**src/rtl/core/asrp_pkg.sv**
```systemverilog
// package for the audio sampler record/play unit
// holds mode and command codes, register indexes, reset values and stage structs
// no dependencies
`timescale 1ns / 1ps

package asrp_pkg;

  // run mode of the sampler
  typedef enum logic [1:0] {
    MODE_IDLE = 2'd0,
    MODE_REC  = 2'd1,
    MODE_PLAY = 2'd2
  } mode_t;

  // command carried in tuser
  typedef enum logic [1:0] {
    CMD_TICK = 2'd0,
    CMD_REC  = 2'd1,
    CMD_PLAY = 2'd2,
    CMD_STOP = 2'd3
  } cmd_t;

  // register indexes (byte address 4*index)
  localparam logic [1:0] REG_MAX_LEN   = 2'd0;
  localparam logic [1:0] REG_LOOP      = 2'd1;
  localparam logic [1:0] REG_REVERSE   = 2'd2;
  localparam logic [1:0] REG_PHASE_INC = 2'd3;

  // register reset values
  localparam logic [15:0] MAX_LEN_RESET   = 16'd65534;
  localparam logic [30:0] PHASE_INC_RESET = 31'd8388608;

  // output queue size, also the credit limit at the input
  localparam int OQ_DEPTH = 4;
  localparam int OQ_AW    = 2;

  // one item leaving the control stage
  typedef struct packed {
    logic        has_res;
    logic        play;
    logic [16:0] loc;
    logic [15:0] scale;
  } tick_t;

  // play range seen by the address stage
  typedef struct packed {
    logic        rev;
    logic [15:0] rec_len;
    logic [15:0] play_end;
  } span_t;

  // first sample and weight handed to the blend stage
  typedef struct packed {
    logic        has_res;
    logic        play;
    logic [15:0] v1;
    logic [15:0] scale;
  } pair_t;

endpackage

```
**src/rtl/core/asrp_outq.sv**
```systemverilog
// small output queue in front of the master stream port
// depends on asrp_pkg for its depth
`timescale 1ns / 1ps

module asrp_outq (
  input  logic        clk,
  input  logic        rst,
  input  logic        push,
  input  logic [15:0] push_data,
  output logic        m_axis_tvalid,
  input  logic        m_axis_tready,
  output logic [15:0] m_axis_tdata
);

  import asrp_pkg::*;

  logic [15:0]      q [OQ_DEPTH];
  logic [OQ_AW-1:0] wr_ptr;
  logic [OQ_AW-1:0] rd_ptr;
  logic [OQ_AW:0]   count;
  logic             pop;

  assign pop           = m_axis_tvalid && m_axis_tready;
  assign m_axis_tvalid = count != '0;
  assign m_axis_tdata  = q[rd_ptr];

  // pointers and fill count
  always_ff @(posedge clk) begin
    if (rst) begin
      wr_ptr <= '0;
      rd_ptr <= '0;
      count  <= '0;
    end else begin
      if (push) begin
        wr_ptr <= wr_ptr + 1'b1;
      end
      if (pop) begin
        rd_ptr <= rd_ptr + 1'b1;
      end
      case ({push, pop})
        2'b10:   count <= count + 1'b1;
        2'b01:   count <= count - 1'b1;
        default: ;
      endcase
    end
  end

  // entry write
  always_ff @(posedge clk) begin
    if (push) begin
      q[wr_ptr] <= push_data;
    end
  end

endmodule
```
**config.mk**
```make
export PLATFORM = sky130hd
export DESIGN_NAME = asrp_outq
export DESIGN_NICKNAME = d
export VERILOG_FILES = /design/src/rtl/core/asrp_pkg.sv /design/src/rtl/core/asrp_outq.sv
export SDC_FILE = /design/constraint.sdc
export NUM_CORES = 1
export LEC_CHECK = 0
export ABC_AREA = 1
export ABC_CLOCK_PERIOD_IN_PS = 3900
export BUFFER_PORTS_ARGS = -buffer_cell sky130_fd_sc_hd__clkbuf_2
export CAP_MARGIN = 30
export CORE_MARGIN = 4
export CORE_UTILIZATION = 30
export DETAILED_ROUTE_END_ITERATION = 8
export GPL_ROUTABILITY_DRIVEN = 0
export RECOVER_POWER = 100
export SLEW_MARGIN = 20
export SYNTH_ARGS = -nofsm -noshare
export SYNTH_HDL_FRONTEND = slang
export SYNTH_SLANG_ARGS = --single-unit
```
**constraint.sdc**
```tcl
create_clock -name clk -period 3.9 [get_ports clk]
set_input_delay 0.195 -clock clk [delete_from_list [all_inputs] [get_ports clk]]
set_output_delay 0.195 -clock clk [all_outputs]
set_load 0.005 [all_outputs]
```
# Yosys cells after proc, flatten, opt, wreduce, memory -nomap -nowiden
# Memory sizes are Yosys's and may differ from the RTL's. A register that Yosys moved wholly into a read port is not among the register bits.
# Cells that the tools add are included.
# op_classes
add_sub_neg	4
n_mul	0
div_mod_pow	0
order_cmp	0
n_eq_ne	2
shift	0
n_mux	5
n_bitwise	0
reduce_logical	3
# ops
operator	n
case mux 3 bit (2 select lines)	1
adder 2 x 1 -> 2 bit (second input constant)	2
two-way mux 2 bit	2
adder 3 x 1 -> 3 bit (second input constant)	1
nonzero test 3 bit	1
subtractor 3 x 1 -> 3 bit (second input constant)	1
== test 2 x 1 -> 1 bit (second input constant)	1
== test 2 bit (second input constant)	1
two-way mux 1 bit	2
nonzero test 2 bit	1
logical AND 1 bit	1
# totals
ff_bits	7
latch_bits	0
mem_bits_rw	64
mem_bits_ro	0
n_memories	1
# memory_table
memory	depth	word_bits	rd	rd_ports_with_merged_regs	wr	line	source
q	4	16	1	1	1	asrp_outq.sv:17	logic [15:0] q [OQ_DEPTH];

# Depth between registers and ports, before layout
# depth
depth_word	4
ltp_mapped	13
depth_no_buf	13

# Worst setup path before layout
# Ideal clock, no wire load.
# synth_path
path_kind	register to register
start	reg count[1]
end	reg count[2]
setup_time_ps	113
t_arrival_ps	1470
required_time_ps	3787
path_slack_ps	2317
path_stages_with_launch	14
path_buffers	0
path_cell_list	dfxtp_1 > nor2_1 > nand2_1 > nand2_1 > inv_2 > ha_1 > inv_2 > fa_1 > inv_1 > nand2_1 > nand3_1 > nand2_1 > nand2_1 > nor2_1
# synth_between
elab_chain_cells	4
elab_cells_between_ends	8
classes_between	add/sub (2); eq/ne (2); mux (1); reduce/logical (3)
# synth_lines
element	line	source
start: declaration	asrp_outq.sv:20	logic [OQ_AW:0] count;
start signal: assignment	asrp_outq.sv:41	2'b10: count <= count + 1'b1;
start signal: assignment	asrp_outq.sv:42	2'b01: count <= count - 1'b1;
nonzero test 3 bit *	asrp_outq.sv:24	assign m_axis_tvalid = count != '0;
via m_axis_tvalid	asrp_outq.sv:10	output logic m_axis_tvalid,
logical AND 1 bit *	asrp_outq.sv:23	assign pop = m_axis_tvalid && m_axis_tready;
via pop	asrp_outq.sv:21	logic pop;
== test 2 x 1 -> 1 bit / == test 2 bit (equally long branches)	asrp_outq.sv:40	case ({push, pop})
case mux 3 bit (2 select lines) / nonzero test 2 bit (equally long branches)	--	
# The timed path passes the listed nets; every way through them passes the cells marked *.
# A chain may end at the register's enable or synchronous reset.

==> results.toml <==
[die]
start_util_pct = 30.7
die_y_um = 105
die_x_um = 105
core_region_area_um2 = 9200
boundaryPins = 37
core.rowCount = 35
dieArea_um2 = 11000

[clock_tree]
clkTransAtPathRegs_ns = 0.07
cts_root_buf = "clkbuf_8"
cts_setup_buffers = 0
cts_hold_buf = 0
clock_sinks = 73
cts.path.max_buffers = 2
cts_htree_levels = 3
numCtsBuffers = 9
cts-resized-gates = 0
cts_tree = "yes"
clock_latency_ns = 0.34

[sta]
finalSetupTns_ns = 0
holdWs_ns = 0.0649
fin_crit_sh_pct = 53.2
hold_violations = 0
slew_headroom_pct = 48.9
finalSetupViolCount = 0
worst_pin_slew_ns = 0.766
rsz0062_at_grt = "false"
finalMaxSlewViolations = 0
fin_skew_ns = 0.00599
period_needed_ns = 2.08
layout_setup_ws_ns = 1.82
fmax_ghz = 0.482

[final_layout]
syn2layout_area_growth_pct = 15.3
nets = 285
diodes = 0
fin_area_um2 = 3250
layout_common_cells = "edfxtp_1 (64), nor2_1 (38), o21ai_0 (21), clkbuf_1 (19), clkbuf_2 (18)"
drive_gt1_share_pct = 14.0
n_fill_cell = 897
layout_commonest_cell = "edfxtp_1"

[global_routing]
overflow = 0
grt_pass1_vias = 1661
grt_max_degree = 34
grt_pass1_wl_um = 8400
grt_usage_pct = 10.1
antenna_found_initial = 0

[routing]
via_count = 1692
drt_iter0_markers = 55
wl_per_cell_um = 14.0
ant_nets = 0
routed_wl_um = 5250
first_pass_iters = 4
viasPerCell = 4.51
drc_errors = 0

[critical_path]
r2r_slack_ns = 2.18
crit_arrival_ns = 1.88
crit_type = "reg2out"
r2r_cells = 13
worst_r2r_endpoint = "count[2]$_SDFFE_PP0P_"
cp.required_ns = 3.70
cp_max_fo = 17
reg2reg_from = "count[1]$_SDFFE_PP0P_"
critPathLaunchType = "flop"
crit_path_end_kind = "output port"

[placement]
placed_cell_area_um2 = 3100
dp_hpwl_um = 3310
post-place-ws_ns = 2.21
io_buffers = 36

[synthesis]
synth_compound_area_share_pct = 10.8
synth_seq_cells = 73
synthXorXnorAreaFrac_pct = 0
synth_area_um2 = 2820
syn_inst = 219
yosys-mux-area-fraction_pct = 0
synth_top_family_by_area = "compound AO/OA/AOI/OAI gates"
synthesis.nets = 245
synth_top_area_share_pct = 68.1
synth_largest_area_cell = "edfxtp_1"
synth_simple_gate_area_share_pct = 7.59
synth_seq_area_share_pct = 74.5
synth.area.top_cells = "edfxtp_1 (68%), dfxtp_1 (6.4%), nor2_1 (5.1%)"
synth_warnings = 0
synth_fa_ha_area_share_pct = 2.93
synth.avg_cell_area_um2 = 12.9
synthDistinctLibCells = 15

[power_and_ir_drop]
ir_drop_uv = 288
p_total_uw = 1750
power_density_nw_per_um2 = 537
leakage_uw = 0.00116

[job]
max_cap_violations = 0

[min_path]
worst_hold_path.endpoint = "rd_ptr[1]$_SDFFE_PP0P_"
worst_hold_startpoint = "rst"
holdCritPathClass = "in2reg"
hold-path-cell-count = 2

[status]
status = "completed"
==> worst max-delay path, stage by stage, from the launching register on <==
cell and delay [ns]:
dfxtp_1 0.70, inv_1 0.41, o21ai_0 0.18, o22ai_1 0.12, clkbuf_2 0.13
==> worst max-delay path by stage <==
| stage | end | from | slack (ns) |
|---|---|---|---|
| floorplan | count[2]$_SDFFE_PP0P_ | count[1]$_SDFFE_PP0P_ | 2.32 |
| global placement | count[2]$_SDFFE_PP0P_ | count[1]$_SDFFE_PP0P_ | 2.25 |
| detailed placement | count[2]$_SDFFE_PP0P_ | count[1]$_SDFFE_PP0P_ | 2.21 |
| CTS | m_axis_tdata[2] | flop | 1.86 |
| global route | m_axis_tdata[9] | flop | 1.56 |
| finish | m_axis_tdata[2] | flop | 1.82 |
==> per-stage QoR <==
stage | utilization, % | instances
after detailed placement | 33.7 | 359
final | 35.3 | 375
after global placement | 33.7 | 359
after floorplan | - | 219
after global routing | 35.3 | 375
after CTS | 35.6 | 375
==> flip-flops by register name, indices dropped and copies added, names as in the netlist, named ones only <==
name,count
q,64
rd_ptr,2
wr_ptr,2
count,3
==> per-layer routing <==
metal | wire length (µm) | global-route usage [%] | part of all wire [%]
met1 | 2310 | 12.0 | 44
met2 | 2480 | 15.8 | 47
met3 | 366 | 4.76 | 7.0
met4 | 100 | 3.94 | 1.9
met5 | 0 | 0 | 0
==> where the power goes <==
group / internal [µW] / leakage, µW / switching (µW)
clock network: 232 / 0.0000749 / 277
logic: 113 / 0.000425 / 204
registers: 899 / 0.000662 / 22.1
total: 1240 / 0.00116 / 503
==> Yosys cell counts <==
master and number:
a21oi_1 5, buf_2 6, buf_4 2, dfxtp_1 9, edfxtp_1 64, fa_1 1, ha_1 5, inv_1 13
inv_2 6, nand2_1 15, nand3_1 3, nor2_1 38, o21ai_0 8, o21ai_1 28, o22ai_1 16
==> cell families after synthesis <==
family	count (synthesis)
compound gates	57
simple gates	56
buf+inv	27
flops	73
fa+ha+maj	6
==> area by class of cell <==
class,count,area (µm²),share of cell area (%)
inverter,19,71.3,2.19
sequential,73,2100,64.7
clock inverter,6,43.8,1.35
timing repair buffer,37,165,5.08
clock buffer,10,128,3.93
tap,111,139,4.27
multi-input combinational,119,602,18.5
Note: power is estimated with default switching activity, not from simulation.
