### src/rtl/core/asrp_pkg.sv
// package for the audio sampler record/play unit
// holds mode and command codes, register indexes, reset values and stage structs
// no dependencies
`timescale 1ns / 1ps

package asrp_pkg;

  // run mode of the sampler
  typedef enum logic [1:0] {
    MODE_IDLE = 2'd0,
    MODE_REC  = 2'd1,
    MODE_PLAY = 2'd2
  } mode_t;

  // command carried in tuser
  typedef enum logic [1:0] {
    CMD_TICK = 2'd0,
    CMD_REC  = 2'd1,
    CMD_PLAY = 2'd2,
    CMD_STOP = 2'd3
  } cmd_t;

  // register indexes (byte address 4*index)
  localparam logic [1:0] REG_MAX_LEN   = 2'd0;
  localparam logic [1:0] REG_LOOP      = 2'd1;
  localparam logic [1:0] REG_REVERSE   = 2'd2;
  localparam logic [1:0] REG_PHASE_INC = 2'd3;

  // register reset values
  localparam logic [15:0] MAX_LEN_RESET   = 16'd65534;
  localparam logic [30:0] PHASE_INC_RESET = 31'd8388608;

  // output queue size, also the credit limit at the input
  localparam int OQ_DEPTH = 4;
  localparam int OQ_AW    = 2;

  // one item leaving the control stage
  typedef struct packed {
    logic        has_res;
    logic        play;
    logic [16:0] loc;
    logic [15:0] scale;
  } tick_t;

  // play range seen by the address stage
  typedef struct packed {
    logic        rev;
    logic [15:0] rec_len;
    logic [15:0] play_end;
  } span_t;

  // first sample and weight handed to the blend stage
  typedef struct packed {
    logic        has_res;
    logic        play;
    logic [15:0] v1;
    logic [15:0] scale;
  } pair_t;

endpackage

### src/rtl/core/asrp_ctrl.sv
// control stage: config registers, sampler state, command decode, record writes
// depends on asrp_pkg
`timescale 1ns / 1ps

module asrp_ctrl #(
  parameter int AW = 16
) (
  input  logic               clk,
  input  logic               rst,
  // config port
  input  logic               psel,
  input  logic               penable,
  input  logic               pwrite,
  input  logic [3:0]         paddr,
  input  logic [31:0]        pwdata,
  output logic [31:0]        prdata,
  // incoming beat
  input  logic               in_take,
  input  asrp_pkg::cmd_t     in_cmd,
  input  logic               in_present,
  input  logic [15:0]        in_sample,
  output logic               s0_free,
  // toward the address stage
  input  logic               s1_free,
  output logic               tick_valid,
  output asrp_pkg::tick_t    tick,
  output asrp_pkg::span_t    span,
  // sample memory write port
  output logic               wr_en,
  output logic [AW-1:0]      wr_addr,
  output logic [15:0]        wr_data
);

  import asrp_pkg::*;

  // config registers
  logic [15:0] max_len;
  logic        loop_en;
  logic        reverse;
  logic [30:0] phase_inc;

  // sampler state
  mode_t       run_mode, run_mode_next;
  logic [15:0] rec_addr, rec_addr_next;
  logic [15:0] rec_len, rec_len_next;
  logic [15:0] play_end, play_end_next;
  logic [30:0] phase, phase_next;
  logic [7:0]  fine_index, fine_index_next;
  logic [15:0] coarse_index, coarse_index_next;

  // held item
  logic        s0_valid;
  cmd_t        s0_cmd;
  logic        s0_present;
  logic [15:0] s0_sample;

  logic        s0_adv;
  logic        rec_write;
  logic [7:0]  fine_new;
  logic        wrap;
  logic [15:0] coarse_w;
  logic [16:0] idx;
  logic        end_hit;
  logic [30:0] phase_sum;

  assign s0_adv     = s0_valid && s1_free;
  assign s0_free    = !s0_valid || s1_free;
  assign tick_valid = s0_adv;

  // config writes
  always_ff @(posedge clk) begin
    if (rst) begin
      max_len   <= MAX_LEN_RESET;
      loop_en   <= 1'b0;
      reverse   <= 1'b0;
      phase_inc <= PHASE_INC_RESET;
    end else if (psel && penable && pwrite) begin
      case (paddr[3:2])
        REG_MAX_LEN:   max_len   <= pwdata[15:0];
        REG_LOOP:      loop_en   <= pwdata[0];
        REG_REVERSE:   reverse   <= pwdata[0];
        REG_PHASE_INC: phase_inc <= pwdata[30:0];
        default: ;
      endcase
    end
  end

  // config reads
  always_comb begin
    case (paddr[3:2])
      REG_MAX_LEN:   prdata = {16'd0, max_len};
      REG_LOOP:      prdata = {31'd0, loop_en};
      REG_REVERSE:   prdata = {31'd0, reverse};
      REG_PHASE_INC: prdata = {1'b0, phase_inc};
      default:       prdata = 32'd0;
    endcase
  end

  // item holding register
  always_ff @(posedge clk) begin
    if (rst) begin
      s0_valid <= 1'b0;
    end else if (in_take) begin
      s0_valid <= 1'b1;
    end else if (s0_adv) begin
      s0_valid <= 1'b0;
    end
  end

  always_ff @(posedge clk) begin
    if (in_take) begin
      s0_cmd     <= in_cmd;
      s0_present <= in_present;
      s0_sample  <= in_sample;
    end
  end

  // phase to index step of a playback tick
  assign fine_new  = phase[30:23];
  assign wrap      = (fine_index > 8'd128) && (fine_new < 8'd128);
  assign coarse_w  = wrap ? coarse_index + 16'd256 : coarse_index;
  assign idx       = {1'b0, coarse_w} + {9'd0, fine_new};
  assign end_hit   = idx >= {1'b0, play_end};
  assign phase_sum = phase + phase_inc;

  // next state of the sampler
  always_comb begin
    run_mode_next     = run_mode;
    rec_addr_next     = rec_addr;
    rec_len_next      = rec_len;
    play_end_next     = play_end;
    phase_next        = phase;
    fine_index_next   = fine_index;
    coarse_index_next = coarse_index;
    rec_write         = 1'b0;
    tick              = '0;

    if (s0_cmd != CMD_TICK && run_mode == MODE_REC) begin
      // commit the recording under way
      rec_len_next  = rec_addr;
      play_end_next = rec_addr;
    end

    case (s0_cmd)
      CMD_REC: begin
        run_mode_next = MODE_REC;
        rec_addr_next = 16'd0;
      end
      CMD_PLAY: begin
        run_mode_next     = MODE_PLAY;
        phase_next        = 31'd0;
        fine_index_next   = 8'd0;
        coarse_index_next = 16'd0;
      end
      CMD_STOP: begin
        run_mode_next = MODE_IDLE;
      end
      default: begin
        tick.has_res = 1'b1;
        case (run_mode)
          MODE_REC: begin
            if (s0_present) begin
              rec_write     = 1'b1;
              rec_addr_next = rec_addr + 16'd1;
              if (rec_addr >= max_len) begin
                // automatic stop at the length limit
                rec_len_next  = max_len;
                play_end_next = max_len;
                run_mode_next = MODE_IDLE;
              end
            end
          end
          MODE_PLAY: begin
            tick.play       = 1'b1;
            fine_index_next = fine_new;
            if (end_hit) begin
              // end of play range: restart from the top, or go idle if loop is off
              coarse_index_next = 16'd0;
              phase_next        = phase_inc;
              tick.loc          = {9'd0, fine_new};
              tick.scale        = 16'd0;
              if (!loop_en) begin
                run_mode_next = MODE_IDLE;
              end
            end else begin
              coarse_index_next = coarse_w;
              phase_next        = phase_sum;
              tick.loc          = idx;
              tick.scale        = phase[22:7];
            end
          end
          default: ;
        endcase
      end
    endcase
  end

  // state update when the item moves on
  always_ff @(posedge clk) begin
    if (rst) begin
      run_mode     <= MODE_IDLE;
      rec_addr     <= 16'd0;
      rec_len      <= 16'd0;
      play_end     <= 16'd0;
      phase        <= 31'd0;
      fine_index   <= 8'd0;
      coarse_index <= 16'd0;
    end else if (s0_adv) begin
      run_mode     <= run_mode_next;
      rec_addr     <= rec_addr_next;
      rec_len      <= rec_len_next;
      play_end     <= play_end_next;
      phase        <= phase_next;
      fine_index   <= fine_index_next;
      coarse_index <= coarse_index_next;
    end
  end

  // record write port
  assign wr_en   = s0_adv && rec_write;
  assign wr_addr = AW'(rec_addr);
  assign wr_data = s0_sample;

  assign span.rev      = reverse;
  assign span.rec_len  = rec_len;
  assign span.play_end = play_end;

endmodule

### config.mk
export PLATFORM = sky130hd
export DESIGN_NAME = asrp_ctrl
export DESIGN_NICKNAME = d
export VERILOG_FILES = /design/src/rtl/core/asrp_pkg.sv /design/src/rtl/core/asrp_ctrl.sv
export SDC_FILE = /design/constraint.sdc
export NUM_CORES = 1
export LEC_CHECK = 0
export BUFFER_PORTS_ARGS = -buffer_cell sky130_fd_sc_hd__clkbuf_2
export CAP_MARGIN = 5
export CELL_PAD_IN_SITES_DETAIL_PLACEMENT = 1
export CELL_PAD_IN_SITES_GLOBAL_PLACEMENT = 1
export CORE_ASPECT_RATIO = 1.5
export CORE_MARGIN = 8
export CORE_UTILIZATION = 41
export DETAILED_ROUTE_END_ITERATION = 10
export PLACE_DENSITY_LB_ADDON = 0.1
export SLEW_MARGIN = 25
export SYNTH_ARGS = -nofsm -noshare
export SYNTH_HDL_FRONTEND = slang
export SYNTH_SLANG_ARGS = --single-unit
export TNS_END_PERCENT = 10
### constraint.sdc
create_clock -name clk -period 5.1 [get_ports clk]
set_input_delay 0.765 -clock clk [delete_from_list [all_inputs] [get_ports clk]]
set_output_delay 0.765 -clock clk [all_outputs]
set_load 0.03 [all_outputs]
# == After elaboration in Yosys (flattened, before gate mapping) ==
# Index checks and enable logic that the tools add are counted.
# W data, S select, Z words.
# op_classes
n_addsub,4
multipliers,0
div_mod_pow,0
magnitude_cmp,4
n_eq_ne,12
shift,0
n_mux,37
bitwise,2
reduce_logical,25
# op_table
op,count
$mux W16,15
$pmux W32 S4,1
$pmux W16 S2,2
$mux W31,2
$pmux W31 S2,1
$mux W35,1
$mux W34,1
$mux W33,1
$add A31 B31 Y31,1
$add A16 B8 Y17,1
$ge A17 B16 Y1,1
$add A16 B1 Y16 const B,1
$add A16 B9 Y16 const B,1
$ge A16 B16 Y1,1
$pmux W8 S2,1
$ne A5 B2 Y1 const B,3
$eq A2 B2 Y1 const B,5
$reduce_bool A2 Y1,5
$gt A8 B8 Y1 const B,1
$lt A8 B8 Y1 const B,1
$mux W2,4
$mux W8,1
$reduce_and A2 Y1,4
$eq A2 B1 Y1 const B,3
15 further kinds,26
# totals
regBits,174
latch_bits,0
mem_bits_rw,0
romBits,0
input_bits,62
output_inout_bits,135
elab_cells,99
memories,0

# == Depth between registers and ports, before layout ==
# depth
word_depth,8
ltp_mapped,19
ltp_nobuf,17

# == Least setup slack after synthesis ==
# OpenSTA, ideal clock, no wires.
# synth_timing
path_kind,flip-flop to output port
from,register fine_index[3]
to,output port tick[28] (netlist name)
arrival_time_ns,3.111
required_time_ns,4.335
setup_slack_ns,1.224
stages_incl_launch_ff,18
n_path_buf,2
cell_sequence,dfxtp_1 nor4_1 nand2_1 and3_1 and4_1 and3_1 nand3_1 xnor2_1 ha_1 nand3_1 nor2_1 inv_1 o22ai_1 a211o_1 buf_6 buf_2 nor2_1 and2_1
# synth_rtl
item,line_no,rtl
start: declaration,asrp_ctrl.sv:48,"logic [7:0] fine_index, fine_index_next;"
start signal: assignment,asrp_ctrl.sv:214,fine_index <= fine_index_next;
end: declaration,asrp_ctrl.sv:26,"output asrp_pkg::tick_t tick,"

==> impl_metrics.tcl <==
set metrics [dict create \
    area_delta_synth_final_pct 17.5 \
    layout.cells.most_common_list "clkbuf_2, dfxtp_1, nor2_1" \
    yosys.area_share.simple_pct 19.6 \
    path_class "reg2out" \
    clock-root-buffer "clkbuf_16" \
    syn_area_mm2 0.00949 \
    finalMaxSlewViolations 0 \
    drive_gt1_share_pct 22.9 \
    worstPathArrival_ns 3.90 \
    cts_setup_buffers 0 \
    async_flop_share_pct 0 \
    rsz0062_at_grt "no" \
    hpwl_um 25000 \
    r2r_cells 18 \
    setup_viol 0 \
    min_period_ns 4.67 \
    clkSinkCount 166 \
    instances_no_fill 1557 \
    worst_pin_slew_ns 1.01 \
    period_share_pct 91.5 \
    ir_worst_vdd_v 0.000230 \
    die-area_mm2 0.0284 \
    min-delay-start "phase[15]" \
    dp.cells 1526 \
    cp.required_ns 4.34 \
    worstHoldEndpoint "phase[15]" \
    synthTopCellsByArea "dfxtp_1, ha_1, edfxtp_1" \
    clock_path_buffers 2 \
    core_mm2 0.0229 \
    synth_cells 1117 \
    hold_violations 0 \
    fill_cells 2780 \
    htree_levels 4 \
    fp.dieW_um 140 \
    wl_um 32900 \
    antennaDiodeCount 0 \
    synth-xor-area-share_pct 3.97 \
    first_global_vias 9385 \
    numCtsBuffers 17 \
    whs_ns 0.473 \
    grt-ovfl-total 0 \
    hold_class "reg2reg" \
    synth_top_area_share_pct 31.0 \
    muxShareOfSynthArea_pct 1.52 \
    synth_top_family_by_area "compound AO/OA/AOI/OAI gates" \
    clock.fmax_mhz 214 \
    cts_resized 0 \
    r2r-end "phase[26]" \
    place_ws_ns 0.836 \
    syn_avg_cell_area_um2 8.50 \
    final.setup.worst_slack_ns 0.432 \
    r2r_setup_slack_ns 0.91 \
    end_kind "output pin" \
    relSlewSlack_pct 32.4 \
    dr.pass1.iters 5 \
    finalNetCount 1394 \
    met3WireLength_um 1350 \
    portBuffers 191 \
    ioPinCount 197 \
    dr.max_layer_used "met5" \
    via_count 8949 \
    power_mw 2.90 \
    drv_cap 0 \
    chipHeight_um 202 \
    first_iter_violations 316 \
    wl_per_cell_um 21.1 \
    route.detailed.drc 0 \
    layout_commonest_cell "clkbuf_2" \
    synth-main-ff-cell "dfxtp_1" \
    crit_fanout 22 \
    synth_warnings 0 \
    p_leak_nw 5.13 \
    skew_ns 0.0107 \
    cts_tree "done" \
    fp-row-count 68 \
    ctsHoldBuffers 0 \
    ant_nets 0 \
    min_path_cells 2 \
    ys_ff_latch 166 \
    synth-adder-area-share_pct 8.91 \
    gp_congestion 0.870 \
    clk_latency_ns 0.44 \
    wl_met2_um 17100 \
    reg2reg_from "fine_index[3]" \
    status "complete, no violations" \
    viasPerCell 5.75 \
    pwr_density_cell_mw_per_mm2 260 \
    tns_ns 0 \
    antenna_found_initial 1 \
    clkTransAtPathRegs_ns 0.06 \
    start_util_pct 41.5 \
    synth_compound_area_share_pct 22.9 \
    grt_max_degree 83 \
    cp-start-kind "flop" \
    yosysSeqAreaShare_pct 37.0 \
    track_usage_pct 23.1 \
    synth-edff-count 19 \
    wl_met1_um 13500 \
    yosysTopAreaCell "dfxtp_1" \
    grt_pass1_wl_um 51700 \
    synth_cell_types 77 \
]
[stage by stage]
step | util, % | instance area [um^2]
2_1_floorplan | - | 9500
3_3_place_gp | 46.2 | 10600
3_5_place_dp | 46.2 | 10600
4_1_cts | 48.7 | 11200
5_1_grt | 48.7 | 11200
6_report | 48.7 | 11200
[registers in the layout, indices dropped and copies added, names as in the netlist]
register	flops
s0_cmd	2
s0_valid	1
play_end	16
wr_data	16
coarse_index	8
reverse	1
phase	31
wr_addr	16
loop_en	1
phase_inc	31
run_mode	2
s0_present	1
rec_len	16
fine_index	8
max_len	16
[worst max path at each step]
stage,start,end,slack [ns],cells past startpoint
detailed placement,fine_index[3],tick[24],0.84,16
floorplan,fine_index[3],tick[28],1.22,17
CTS,fine_index[3],tick[24],0.34,16
global placement,fine_index[3],tick[24],0.93,16
global route,fine_index[3],tick[24],0.15,16
finish,fine_index[3],tick[24],0.43,16
[critical path: stages, from the launching register on]
cell and delay [ns]:
dfxtp_1 0.31, nor4_1 0.30, nand2_1 0.08, and3_1 0.25, and4_1 0.25, and3_1 0.23, nand3_1 0.11, xnor2_1 0.20
ha_1 0.32, nand3_1 0.12, nor2_1 0.06, inv_1 0.06, o22ai_1 0.11, a211oi_4 0.29, buf_4 0.33, and3_1 0.23
clkbuf_2 0.22
[cell type report]
| class | instances | area, um^2 | area share, % |
|---|---|---|---|
| Clock buffer | 23 | 468 | 4.20 |
| Multi-Input combinational cell | 820 | 5440 | 48.8 |
| Clock inverter | 8 | 101 | 0.909 |
| Timing Repair Buffer | 206 | 1070 | 9.61 |
| Sequential cell | 166 | 3510 | 31.5 |
| Tap cell | 280 | 350 | 3.14 |
| Inverter | 54 | 203 | 1.82 |
[routing by layer]
metal	vias up	GRT usage [%]
met1	4404	25.4
met4	2	8.84
met2	199	42.5
li1	4299	-
met3	45	4.87
met5	-	0
[synthesized netlist by cell type, types with 11 or more instances]
master	instances
nand2_1	121
mux2i_1	11
o21ai_0	23
o21a_1	12
a21oi_1	98
xor2_1	22
nor2_1	128
edfxtp_1	19
a22oi_1	15
buf_2	12
clkbuf_1	52
nor3_1	12
xnor2_1	21
ha_1	66
o221a_2	31
nand3_1	13
inv_1	54
a21o_1	26
nand4_1	20
and3_1	50
o211ai_1	16
a22o_1	15
dfxtp_1	147
[kinds of logic after synthesis]
group	after synthesis
AND/OR/NAND/NOR	394
flip-flops	166
AO/OA/AOI/OAI	301
multiplexers	13
adder cells (fa/ha/maj)	67
other	1
buffers and inverters	132
XOR/XNOR	43
[report_power, final]
group / internal [mW] / switching [mW] / leakage, nW
registers: 1.34 / 0.0170 / 1.37
clock network: 0.744 / 0.554 / 0.269
logic: 0.0707 / 0.170 / 3.49
Power figures use the tool's default switching activity.
