`config.mk`:
```
export PLATFORM = sky130hd
export DESIGN_NAME = asrp_blend
export DESIGN_NICKNAME = d
export VERILOG_FILES = /design/src/rtl/core/asrp_pkg.sv /design/src/rtl/core/asrp_blend.sv
export SDC_FILE = /design/constraint.sdc
export NUM_CORES = 1
export LEC_CHECK = 0
export BUFFER_PORTS_ARGS = -buffer_cell sky130_fd_sc_hd__buf_2
export CAP_MARGIN = 15
export CORE_MARGIN = 1.5
export CORE_UTILIZATION = 35
export CTS_CLUSTER_SIZE = 28
export DETAILED_ROUTE_END_ITERATION = 7
export PLACE_DENSITY = 0.58
export SYNTH_ARGS = -nofsm -noshare
export SYNTH_HDL_FRONTEND = slang
export SYNTH_SLANG_ARGS = --single-unit
```
`constraint.sdc`:
```
create_clock -name clk -period 10.5 [get_ports clk]
set_input_delay 0.525 -clock clk [delete_from_list [all_inputs] [get_ports clk]]
set_output_delay 0.525 -clock clk [all_outputs]
set_load 0.03 [all_outputs]
```
`src/rtl/core/asrp_pkg.sv`:
```
// package for the audio sampler record/play unit
// holds mode and command codes, register indexes, reset values and stage structs
// no dependencies
`timescale 1ns / 1ps

package asrp_pkg;

  // run mode of the sampler
  typedef enum logic [1:0] {
    MODE_IDLE = 2'd0,
    MODE_REC  = 2'd1,
    MODE_PLAY = 2'd2
  } mode_t;

  // command carried in tuser
  typedef enum logic [1:0] {
    CMD_TICK = 2'd0,
    CMD_REC  = 2'd1,
    CMD_PLAY = 2'd2,
    CMD_STOP = 2'd3
  } cmd_t;

  // register indexes (byte address 4*index)
  localparam logic [1:0] REG_MAX_LEN   = 2'd0;
  localparam logic [1:0] REG_LOOP      = 2'd1;
  localparam logic [1:0] REG_REVERSE   = 2'd2;
  localparam logic [1:0] REG_PHASE_INC = 2'd3;

  // register reset values
  localparam logic [15:0] MAX_LEN_RESET   = 16'd65534;
  localparam logic [30:0] PHASE_INC_RESET = 31'd8388608;

  // output queue size, also the credit limit at the input
  localparam int OQ_DEPTH = 4;
  localparam int OQ_AW    = 2;

  // one item leaving the control stage
  typedef struct packed {
    logic        has_res;
    logic        play;
    logic [16:0] loc;
    logic [15:0] scale;
  } tick_t;

  // play range seen by the address stage
  typedef struct packed {
    logic        rev;
    logic [15:0] rec_len;
    logic [15:0] play_end;
  } span_t;

  // first sample and weight handed to the blend stage
  typedef struct packed {
    logic        has_res;
    logic        play;
    logic [15:0] v1;
    logic [15:0] scale;
  } pair_t;

endpackage

```
`src/rtl/core/asrp_blend.sv`:
```
// blend stage: linear interpolation of two samples by a 16-bit weight
// depends on asrp_pkg; takes the neighbor sample straight from the ram read port
`timescale 1ns / 1ps

module asrp_blend (
  input  logic             clk,
  input  logic             rst,
  input  logic             pair_valid,
  input  asrp_pkg::pair_t  pair,
  input  logic [15:0]      rd_data,
  output logic             push,
  output logic [15:0]      push_data
);

  import asrp_pkg::*;

  logic               p_valid;
  logic               p_has_res;
  logic               p_play;
  logic signed [32:0] prod1;
  logic signed [32:0] prod2;
  logic signed [33:0] sum;
  logic [15:0]        w_inv;

  assign w_inv = 16'hFFFF - pair.scale;

  // product stage
  always_ff @(posedge clk) begin
    if (rst) begin
      p_valid <= 1'b0;
    end else begin
      p_valid <= pair_valid;
    end
  end

  always_ff @(posedge clk) begin
    if (pair_valid) begin
      p_has_res <= pair.has_res;
      p_play    <= pair.play;
      prod1     <= $signed(pair.v1) * $signed({1'b0, w_inv});
      prod2     <= $signed(rd_data) * $signed({1'b0, pair.scale});
    end
  end

  // sum and floor shift by 16
  assign sum       = {prod1[32], prod1} + {prod2[32], prod2};
  assign push      = p_valid && p_has_res;
  assign push_data = p_play ? sum[31:16] : 16'd0;

endmodule

```
# Word-level counts from Yosys, hierarchy flattened
# Cells that the tools add are included.
classes:
  n_mul: 2
  n_shift: 0
  eq_ne: 0
  reduce_logical: 1
  magnitude_cmp: 0
  div: 0
  bitwise_logic: 0
  n_addsub: 2
  muxes: 1
op_table:
  columns: ["op", "count"]
  rows:
  - ["multiplier 16 x 17 -> 32 bit", 2]
  - ["adder 32 bit", 1]
  - ["2-to-1 mux 16 bit", 1]
  - ["subtractor 16 bit (first input constant)", 1]
  - ["logical AND 1 bit", 1]
totals:
  inputBits: 53
  memories: 0
  rom_bits: 0
  ram_bits: 0
  wordCells: 11
  output_inout_bits: 17
  latch_bits: 0
  register_bits: 67

# Depth between registers and ports, before layout
# Gate-level depths: netlist of run 1.
depth:
  ltp_word: 2
  ltp_mapped: 24
  depth_no_buf: 22

# Least setup slack after synthesis of run 1
# OpenSTA, ideal clock, no wires.
synth_path:
  kind: "input port to flip-flop"
  start: "in pair[23] (netlist bit)"
  end: "reg prod1[29] (data pin)"
  arrival_time_ns: 5.846
  path_buffers: 2
  cell_stages: 21
  required_ns: 10.241
  slack_ns: 4.395
  setup_ns: 0.259
  path_cell_list: "clkbuf_1 -> nand2b_1 -> fa_1 -> inv_1 -> fa_1 -> fa_1 -> fa_1 -> fa_1 -> inv_1 -> fa_1 -> inv_1 -> ha_1 -> clkbuf_1 -> nand2_1 -> o211ai_1 -> a21oi_1 -> nor3_1 -> a21oi_1 -> o311ai_0 -> nor4b_1 -> a211o_1"
synth_via:
  elab_chain_cells: 1
synth_lines:
  columns: ["item", "line_no", "rtl"]
  rows:
  - ["start: declaration", "asrp_blend.sv:9", "input asrp_pkg::pair_t pair,"]
  - ["multiplier 16 x 17 -> 32 bit", "asrp_blend.sv:40", "prod1 <= $signed(pair.v1) * $signed({1'b0, w_inv});"]
  - ["end signal: assignment", "asrp_blend.sv:40", null]
  - ["end: declaration", "asrp_blend.sv:20", "logic signed [32:0] prod1;"]
# Every way passes these cells.
# A chain may end at the register's enable or synchronous reset.

# Worst setup path in the final report of run 1
layout_path:
  start: "in pair[8] (netlist bit)"
  end: "reg prod1[29] (data pin)"
layout_via:
  elab_chain_cells: 2
layout_lines:
  columns: ["item", "line_no", "rtl"]
  rows:
  - ["subtractor 16 bit", "asrp_blend.sv:25", "assign w_inv = 16'hFFFF - pair.scale;"]
  - ["multiplier 16 x 17 -> 32 bit", "asrp_blend.sv:40", null]
# Every way passes these cells.

==> results.toml, run 1 <==
[final_layout]
nNetsFinal = 3023
seq_area_um2 = 2000
drive_gt1_share_pct = 4.48
nFillCells = 6034
area_growth_pct = 5.97
multiInputGateArea_um2 = 17100

[sta]
layout_min_cycle_time_ns = 6.70
holdWs_ns = 0.336
period_share_pct = 63.8
drv_slew = 0
hold_viol_final = 0
clock.fmax_mhz = 149
grt_setup_unrepaired = "false"
tightest_slew_ns = 0.907
final.setup.tns_ns = 0
relSlewSlack_pct = 38.8
setup_viol = 0

[place]
gp_congestion = 0.872
port_buffers = 69
hpwl_um = 43600

[hold_path]
hp-start = "rst"
min_path_type = "input pin to flip-flop"
hold_depth = 2

[synth]
synth_ff_type = "edfxtp_1"
yosys-top-cells-count = "inv_1 (508), fa_1 (388), ha_1 (264)"
syn_area_um2 = 21300
synthCells = 2326
synth_warnings = 0
synth_area_leaders = "fa_1 (36%), ha_1 (15%), edfxtp_1 (9.3%), inv_1 (8.9%), nand2b_1 (4.3%)"
synth-edff-count = 66
synthArstFlopShare_pct = 0
synth.most_common_cell = "inv_1"
synth-seq-area-share_pct = 9.39
ys_ff_latch = 67
synth_top_area_cell = "fa_1"
syn_nets = 3031
ys_types = 63
synth_top_cell_area_share_pct = 36.4
syn_avg_cell_area_um2 = 9.17

[run_status]
status = "complete, no violations"

[die]
rows = 90
ios = 70
coreArea_um2 = 60200
start_util_pct = 35.4
die_y_um = 250
dieArea_um2 = 62400
fp.dieW_um = 250

[global_route]
antenna_found_initial = 3
grt_pass1_wl_um = 87000
grt_pass1_vias = 16600
grtUsageTotal_pct = 17.5
grt_remaining_overflow = 0
grt_start_max_net_pins = 68

[clock_network]
clkSlewWorstSetupHoldPaths_ns = 0.06
clock_sinks = 67
cts_buffer_depth = 2
cts_resized = 0
cts_max_level = 3
cts_tree = "done"
cts_buffers = 9
cts_setup_buffers = 0
cts_hold_buf = 0
clockRootBuffer = "clkbuf_16"

[critical_path]
cp-startpoint = "pair[8]"
arrival_ns = 6.91
cp-start-kind = "input pin"
crit_type = "input pin to flip-flop"
critPathRequiredTime_ns = 10.71
critPathCaptureType = "flip-flop"
crit_path_max_fanout = 32

[routing]
drc = 0
drt-total-wl_um = 53400
firstDrtPassIters = 5
vias = 15400
via_per_inst = 4.97
first_iter_violations = 780
wire_per_inst_um = 17.2
ant_nets = 0

[run]
drv_cap = 0
[layout make-up]
cell class | count | share of cell area (%)
multi-input cells | 1658 | 75.5
well taps | 782 | 4.33
repair buffers | 73 | 1.66
inverters | 509 | 8.46
flip-flops and latches | 67 | 8.86
diodes | 1 | 0.0111
clock buffers | 10 | 1.01
clock inverters | 6 | 0.144
[through the flow]
step,cells,worst slack (ns),utilization [%],cell area [µm²]
after floorplan,2326,4.40,-,21300
after detailed placement,3089,3.55,37.1,22300
after global placement,3089,3.58,37.1,22300
after global routing,3105,3.44,37.5,22600
after CTS,3105,3.87,37.5,22600
final,3106,3.80,37.5,22600
[critical path: stages]
cell and delay [ns]:
buf_2 0.64, nand2b_1 0.21, fa_1 0.44, fa_1 0.51, inv_1 0.05, fa_1 0.44
fa_1 0.48, fa_1 0.50, inv_1 0.06, fa_1 0.53, inv_1 0.06, ha_1 0.33
a21oi_1 0.29, o21ai_0 0.14, a211oi_1 0.28, nand4b_1 0.27, a21oi_1 0.40, o311ai_0 0.26
nor4b_1 0.33, a211o_1 0.14
[metal layers]
metal	wire, µm	part of all wire (%)	GRT usage, %
met3	2030	3.8	1.55
met2	26000	49	30.4
met4	1190	2.2	4.98
met5	44	0.082	0
met1	24100	45	23.3
[cell usage in the layout, fill, tap and decap left out, types with 5 or more instances in the layout]
cell type / Yosys / routed
a31oi_1: 7 / 7
nand4_1: 6 / 6
o211ai_1: 8 / 8
a311oi_1: 5 / 5
a21oi_1: 68 / 68
xor2_1: 21 / 21
ha_1: 264 / 264
edfxtp_1: 66 / 66
nor2b_1: 121 / 121
nand2_1: 172 / 172
buf_2: 0 / 69
a211oi_1: 8 / 8
nand3_1: 25 / 25
clkbuf_16: 0 / 9
clkinv_2: 0 / 5
o21ai_0: 37 / 37
nor2_1: 54 / 54
and3_1: 7 / 7
fa_1: 388 / 388
xnor2_1: 42 / 42
and2_1: 133 / 133
o21bai_1: 15 / 15
o21a_1: 11 / 11
a21o_1: 40 / 40
nand2b_1: 148 / 148
nor3_1: 18 / 18
inv_1: 508 / 508
[flip-flops by register name, summed over array words and instances, names as in the netlist]
name       cells
p_has_res      1
prod2         32
p_play         1
p_valid        1
prod1         32
[worst paths after layout]
| kind | to | slack, ns |
|---|---|---|
| worst max-delay path | prod1[29]$_DFFE_PP_ | 3.80 |
| worst min-delay path | p_valid$_SDFF_PP0_ | 0.34 |
[cells by family after synthesis]
| family | count (synthesis) | share of synthesized area, % |
|---|---|---|
| simple gates | 700 | 17.8 |
| mux | 4 | 0.188 |
| buf+inv | 601 | 10.6 |
| xor+xnor | 63 | 2.59 |
| flops | 67 | 9.39 |
| compound gates | 239 | 7.57 |
| fa+ha+maj | 652 | 51.9 |
Power of run 1 is left out: the tool's default activity adds up to more than one toggle a clock period on the data nets, which glitch-free logic cannot reach.
==> run 2, diff against run 1 <==
--- a/config.mk
+++ b/config.mk
@@ -11,7 +11,7 @@
 export CORE_UTILIZATION = 35
 export CTS_CLUSTER_SIZE = 28
 export DETAILED_ROUTE_END_ITERATION = 7
-export PLACE_DENSITY = 0.58
+export PLACE_DENSITY = 0.6
 export SYNTH_ARGS = -nofsm -noshare
 export SYNTH_HDL_FRONTEND = slang
 export SYNTH_SLANG_ARGS = --single-unit
==> constraint.sdc (replaced) <==
create_clock -name clk -period 5.65 [get_ports clk]
set_input_delay 0.2825 -clock clk [delete_from_list [all_inputs] [get_ports clk]]
set_output_delay 0.2825 -clock clk [all_outputs]
set_load 0.03 [all_outputs]
==> run 2 against run 1 <==
Clock-buffer cell count shrank 1. Wire length grew 5.6%. Cell area grew 12%. Global-route usage grew 0.88 points. Critical path depth grew 3. Via count grew 6.1%. Flip-flop and latch count is the same. Non-clock buffer count grew 261. First-iteration DRC count grew 9.2%. Core utilization grew 4.5 points. Cell count grew 8.4%. Critical path type unchanged. Critical endpoint is now prod2[25]$_DFFE_PP_. Largest cell class unchanged.
==> results.toml, run 2 (synthesis results as in run 1) <==
[run_status]
status = "complete, no violations"

[final_layout]
final_common_cell = "inv_1"
layout_common_cells = "inv_1 (508), fa_1 (379), ha_1 (254), buf_4 (243), nand2_1 (170)"
area_growth_pct = 18.7
nNetsFinal = 3284
nFillCells = 5835
fin_util_pct = 42.0
top_regs = "prod1 x32, prod2 x32"
drive_gt1_share_pct = 16.1

[hold_path]
min_path_type = "input pin to flip-flop"
hold_depth = 2

[place]
port_buffers = 69
gp_congestion = 0.901
pre_cts_ws_ns = -0.675
hpwl_um = 48700

[routing]
drt-total-wl_um = 56400
vias = 16400
drc = 0
wire_per_inst_um = 16.7
firstDrtPassIters = 5
first_iter_violations = 852
via_per_inst = 4.86
ant_nets = 0

[clock_network]
cts_buffer_depth = 2
cts_max_level = 3
clock_sinks = 67
clockRootBuffer = "clkbuf_16"
clkSlewWorstSetupHoldPaths_ns = 0.06
cts_buffers = 9
cts_hold_buf = 0
cts_tree = "done"

[die]
die_y_um = 250
rows = 90
fp.dieW_um = 250
ios = 70
dieArea_um2 = 62400
start_util_pct = 35.4
coreArea_um2 = 60200

[critical_path]
crit_path_max_fanout = 10
cp-startpoint = "pair[8]"
critPathCaptureType = "flip-flop"
crit_end = "prod2[25]$_DFFE_PP_"
crit_type = "input pin to flip-flop"
arrival_ns = 5.62
critPathRequiredTime_ns = 5.76
cp-start-kind = "input pin"

[sta]
layout_min_cycle_time_ns = 5.51
clock.fmax_mhz = 182
tightest_slew_ns = 0.905
hold_viol_final = 0
grt_setup_unrepaired = "true"
relSlewSlack_pct = 38.9
setup_viol = 0
period_share_pct = 97.4
worst_slack_ns = 0.145
drv_slew = 0

[global_route]
antenna_found_initial = 6
grt_pass1_wl_um = 91400
grt_start_max_net_pins = 68
grtUsageTotal_pct = 18.4
grt_pass1_vias = 17400
grt_remaining_overflow = 0

[run]
drv_cap = 0
-- run 2: layer usage --
layer,vias up,track usage (%),wire [µm],share of wire [%]
li1,7682,-,-,-
met1,8216,23.5,24200,43
met2,391,31.8,27600,49
met3,89,2.16,2440,4.3
met4,0,7.20,2190,3.9
met5,-,0,0,0
-- run 2: worst min path at each step --
stage | slack (ns) | to | from
2_1_floorplan | 0.35 | p_valid$_SDFF_PP0_ | rst
3_3_place_gp | 0.44 | p_valid$_SDFF_PP0_ | rst
3_5_place_dp | 0.45 | p_valid$_SDFF_PP0_ | rst
4_1_cts | 0.07 | p_valid$_SDFF_PP0_ | rst
5_1_grt | 0.08 | p_valid$_SDFF_PP0_ | rst
6_report | 0.08 | p_valid$_SDFF_PP0_ | rst
-- run 2: what timing repair did --
action | 4_1_cts | 5_1_grt
resized for setup | 15 | 83
pin swaps | 5 | 37
setup buffers | 1 | 2
setup endpoints to repair | 20 | 23
gates cloned | 0 | 1
-- run 2: critical path: stages --
cell      delay, ns
buf_6          0.15
buf_12         0.15
and2_1         0.15
fa_1           0.53
inv_1          0.05
fa_1           0.46
fa_1           0.51
inv_1          0.05
fa_1           0.49
fa_1           0.50
inv_1          0.05
fa_1           0.47
inv_1          0.04
ha_1           0.33
a21oi_1        0.16
o21ai_1        0.12
a31oi_2        0.22
o31ai_4        0.13
buf_4          0.16
and3_1         0.18
nor4_2         0.23
a211oi_1       0.07
buf_4          0.13
-- run 2: through the flow --
step / hold WS, ns / setup TNS, ns / area, µm² / std cells
CTS: 0.0702 / 0 / 24900 / 3363
global placement: 0.438 / -10.67 / 24500 / 3346
floorplan: 0.354 / -0.0445 / 21400 / 2326
finish: 0.0778 / 0 / 25300 / 3368
detailed placement: 0.453 / -13.63 / 24500 / 3346
global route: 0.0790 / -0.0490 / 25300 / 3367
-- run 2: layout make-up --
class / count / area (µm²) / area share (%)
Multi-Input combinational cell: 1658 / 17400 / 68.7
Timing Repair Buffer: 334 / 2690 / 10.6
Antenna cell: 2 / 5.00 / 0.0198
Clock inverter: 7 / 108 / 0.425
Clock buffer: 9 / 225 / 0.890
Tap cell: 782 / 978 / 3.87
Inverter: 509 / 1910 / 7.55
Sequential cell: 67 / 2000 / 7.91
Power of run 2 is left out for the same reason.
==> run 3, diff against run 2 <==
--- a/config.mk
+++ b/config.mk
@@ -7,8 +7,10 @@
 export LEC_CHECK = 0
 export BUFFER_PORTS_ARGS = -buffer_cell sky130_fd_sc_hd__buf_2
 export CAP_MARGIN = 15
+export CORE_ASPECT_RATIO = 0.75
 export CORE_MARGIN = 1.5
 export CORE_UTILIZATION = 35
+export CTS_BUF_LIST = sky130_fd_sc_hd__clkbuf_4 sky130_fd_sc_hd__clkbuf_8
 export CTS_CLUSTER_SIZE = 28
 export DETAILED_ROUTE_END_ITERATION = 7
 export PLACE_DENSITY = 0.6
==> run 3 against run 2 <==
Cell area about the same. Maximum frequency about the same. Worst setup slack got worse by 0.0036 ns. Die area about the same. Cell count barely moved. Global-route usage rose by 0.15 points. Hold slack got worse by 0.025 ns. Wire length rose by 0.38%. Non-clock buffer count decreased by 14. Via count grew 0.21%. Clock-buffer cell count unchanged. Critical endpoint is now prod2[31]$_DFFE_PP_. Largest cell class unchanged. Highest routed layer is now met5.
==> results.toml, run 3 (synthesis results as in run 1) <==
[critical_path]
critPathRequiredTime_ns = 5.78
path_common_cell = "fa_1"
crit_buf_inv = 7
critPathCaptureType = "flip-flop"
arrival_ns = 5.64
crit_type = "input pin to flip-flop"
cp_cell_sequence = "buf_4, buf_12, buf_12, and2_1, fa_1, inv_1, fa_2, inv_1, fa_1, fa_1, fa_1, inv_1, fa_1, inv_1, ha_1, a21o_1, a31oi_4, o31ai_4, a31oi_4, nor3_4, o41a_1, xnor2_1"
critPathMaxStageDelay_ns = 0.52
cp-start-kind = "input pin"
cp_top_family = "adder cells"
cp_slowest_cell = "fa_1"
crit_path_max_fanout = 6
cp-startpoint = "pair[10]"

[clock_network]
cts_max_level = 3
clock_sinks = 67
cts_buffer_depth = 2
cts_buffers = 9
clockRootBuffer = "clkbuf_8"
cts_tree = "done"
clkSlewWorstSetupHoldPaths_ns = 0.08

[final_layout]
area_growth_pct = 18.8
drive_gt1_share_pct = 16.3
final_common_cell = "inv_1"
nFillCells = 5919
multiInputGateArea_um2 = 17500
top_regs = "prod1 x32, prod2 x32"
nNetsFinal = 3270
seq_area_um2 = 2000
fin_util_pct = 42.0
layout_common_cells = "inv_1 (508), fa_1 (378), ha_1 (251), buf_4 (227), nand2_1 (170)"

[routing]
via_per_inst = 4.87
wire_per_inst_um = 16.8
drc = 0
firstDrtPassIters = 5
vias = 16400
ant_nets = 0
drt-total-wl_um = 56600
first_iter_violations = 1070

[die]
fp.dieW_um = 288
dieArea_um2 = 62400
die_y_um = 217
start_util_pct = 35.3
ios = 70
rows = 78
coreArea_um2 = 60300

[sta]
holdWs_ns = 0.0526
layout_min_cycle_time_ns = 5.51
clock.fmax_mhz = 182
worst_slack_ns = 0.141
hold_viol_final = 0
final.setup.tns_ns = 0
period_share_pct = 97.5
drv_slew = 0
relSlewSlack_pct = 40.2
setup_viol = 0
tightest_slew_ns = 0.896

[global_route]
grt.met1_usage_pct = 28.5
antenna_found_initial = 2
grt_start_max_net_pins = 68
grt_pass1_vias = 17100
grt_util_met2_pct = 28.0
grtUsageTotal_pct = 18.6
gr-usage-met3_pct = 2.69
busiest_layer = "met1"
grt_pass1_wl_um = 91800
grt_remaining_overflow = 0

[place]
gp_congestion = 0.901
hpwl_um = 49100
pre_cts_ws_ns = -0.651
port_buffers = 69

[hold_path]
hold_depth = 2
min_path_type = "input pin to flip-flop"
min_delay_worst_endpoint = "p_valid$_SDFF_PP0_"
hp-start = "rst"

[run]
drv_cap = 0

[run_status]
status = "complete, no violations"
[run 3: worst max-delay path by stage]
stage | endpoint | slack [ns] | depth (start not counted)
after floorplan | prod1[29]$_DFFE_PP_ | -0.04 | 21
after global placement | prod1[29]$_DFFE_PP_ | -0.50 | 24
after detailed placement | prod1[29]$_DFFE_PP_ | -0.65 | 24
after CTS | prod2[31]$_DFFE_PP_ | 0.002 | 22
after global routing | prod1[23]$_DFFE_PP_ | -0.02 | 22
final | prod2[31]$_DFFE_PP_ | 0.14 | 22
[run 3: layout make-up]
cell class | instances | share of cell area, %
flip-flops and latches | 67 | 7.91
well taps | 800 | 3.95
clock buffers | 9 | 0.489
diodes | 1 | 0.00988
inverters | 509 | 7.55
clock inverters | 6 | 0.450
repair buffers | 320 | 10.5
multi-input cells | 1658 | 69.2
[run 3: metal layers]
layer	wire, µm	up-vias	share of wire [%]
met4	674	2	1.2
met5	13	-	0.023
met3	3340	41	5.9
li1	-	7664	-
met2	25000	409	44
met1	27600	8297	49
[run 3: repair_timing]
item,in CTS,in global routing
cloned,0,1
hold buffers,0,0
resized for setup,18,113
endpoints found under the setup margin,17,26
buffers inserted,2,6
pin swaps,2,63
hold endpoints to repair,0,0
[run 3: per-stage QoR]
stage	std cells	area, µm²
5_1_grt	3370	25300
6_report	3370	25300
2_1_floorplan	2326	21400
3_5_place_dp	3346	24500
3_3_place_gp	3346	24500
4_1_cts	3363	24800
Power of run 3 is left out for the same reason.
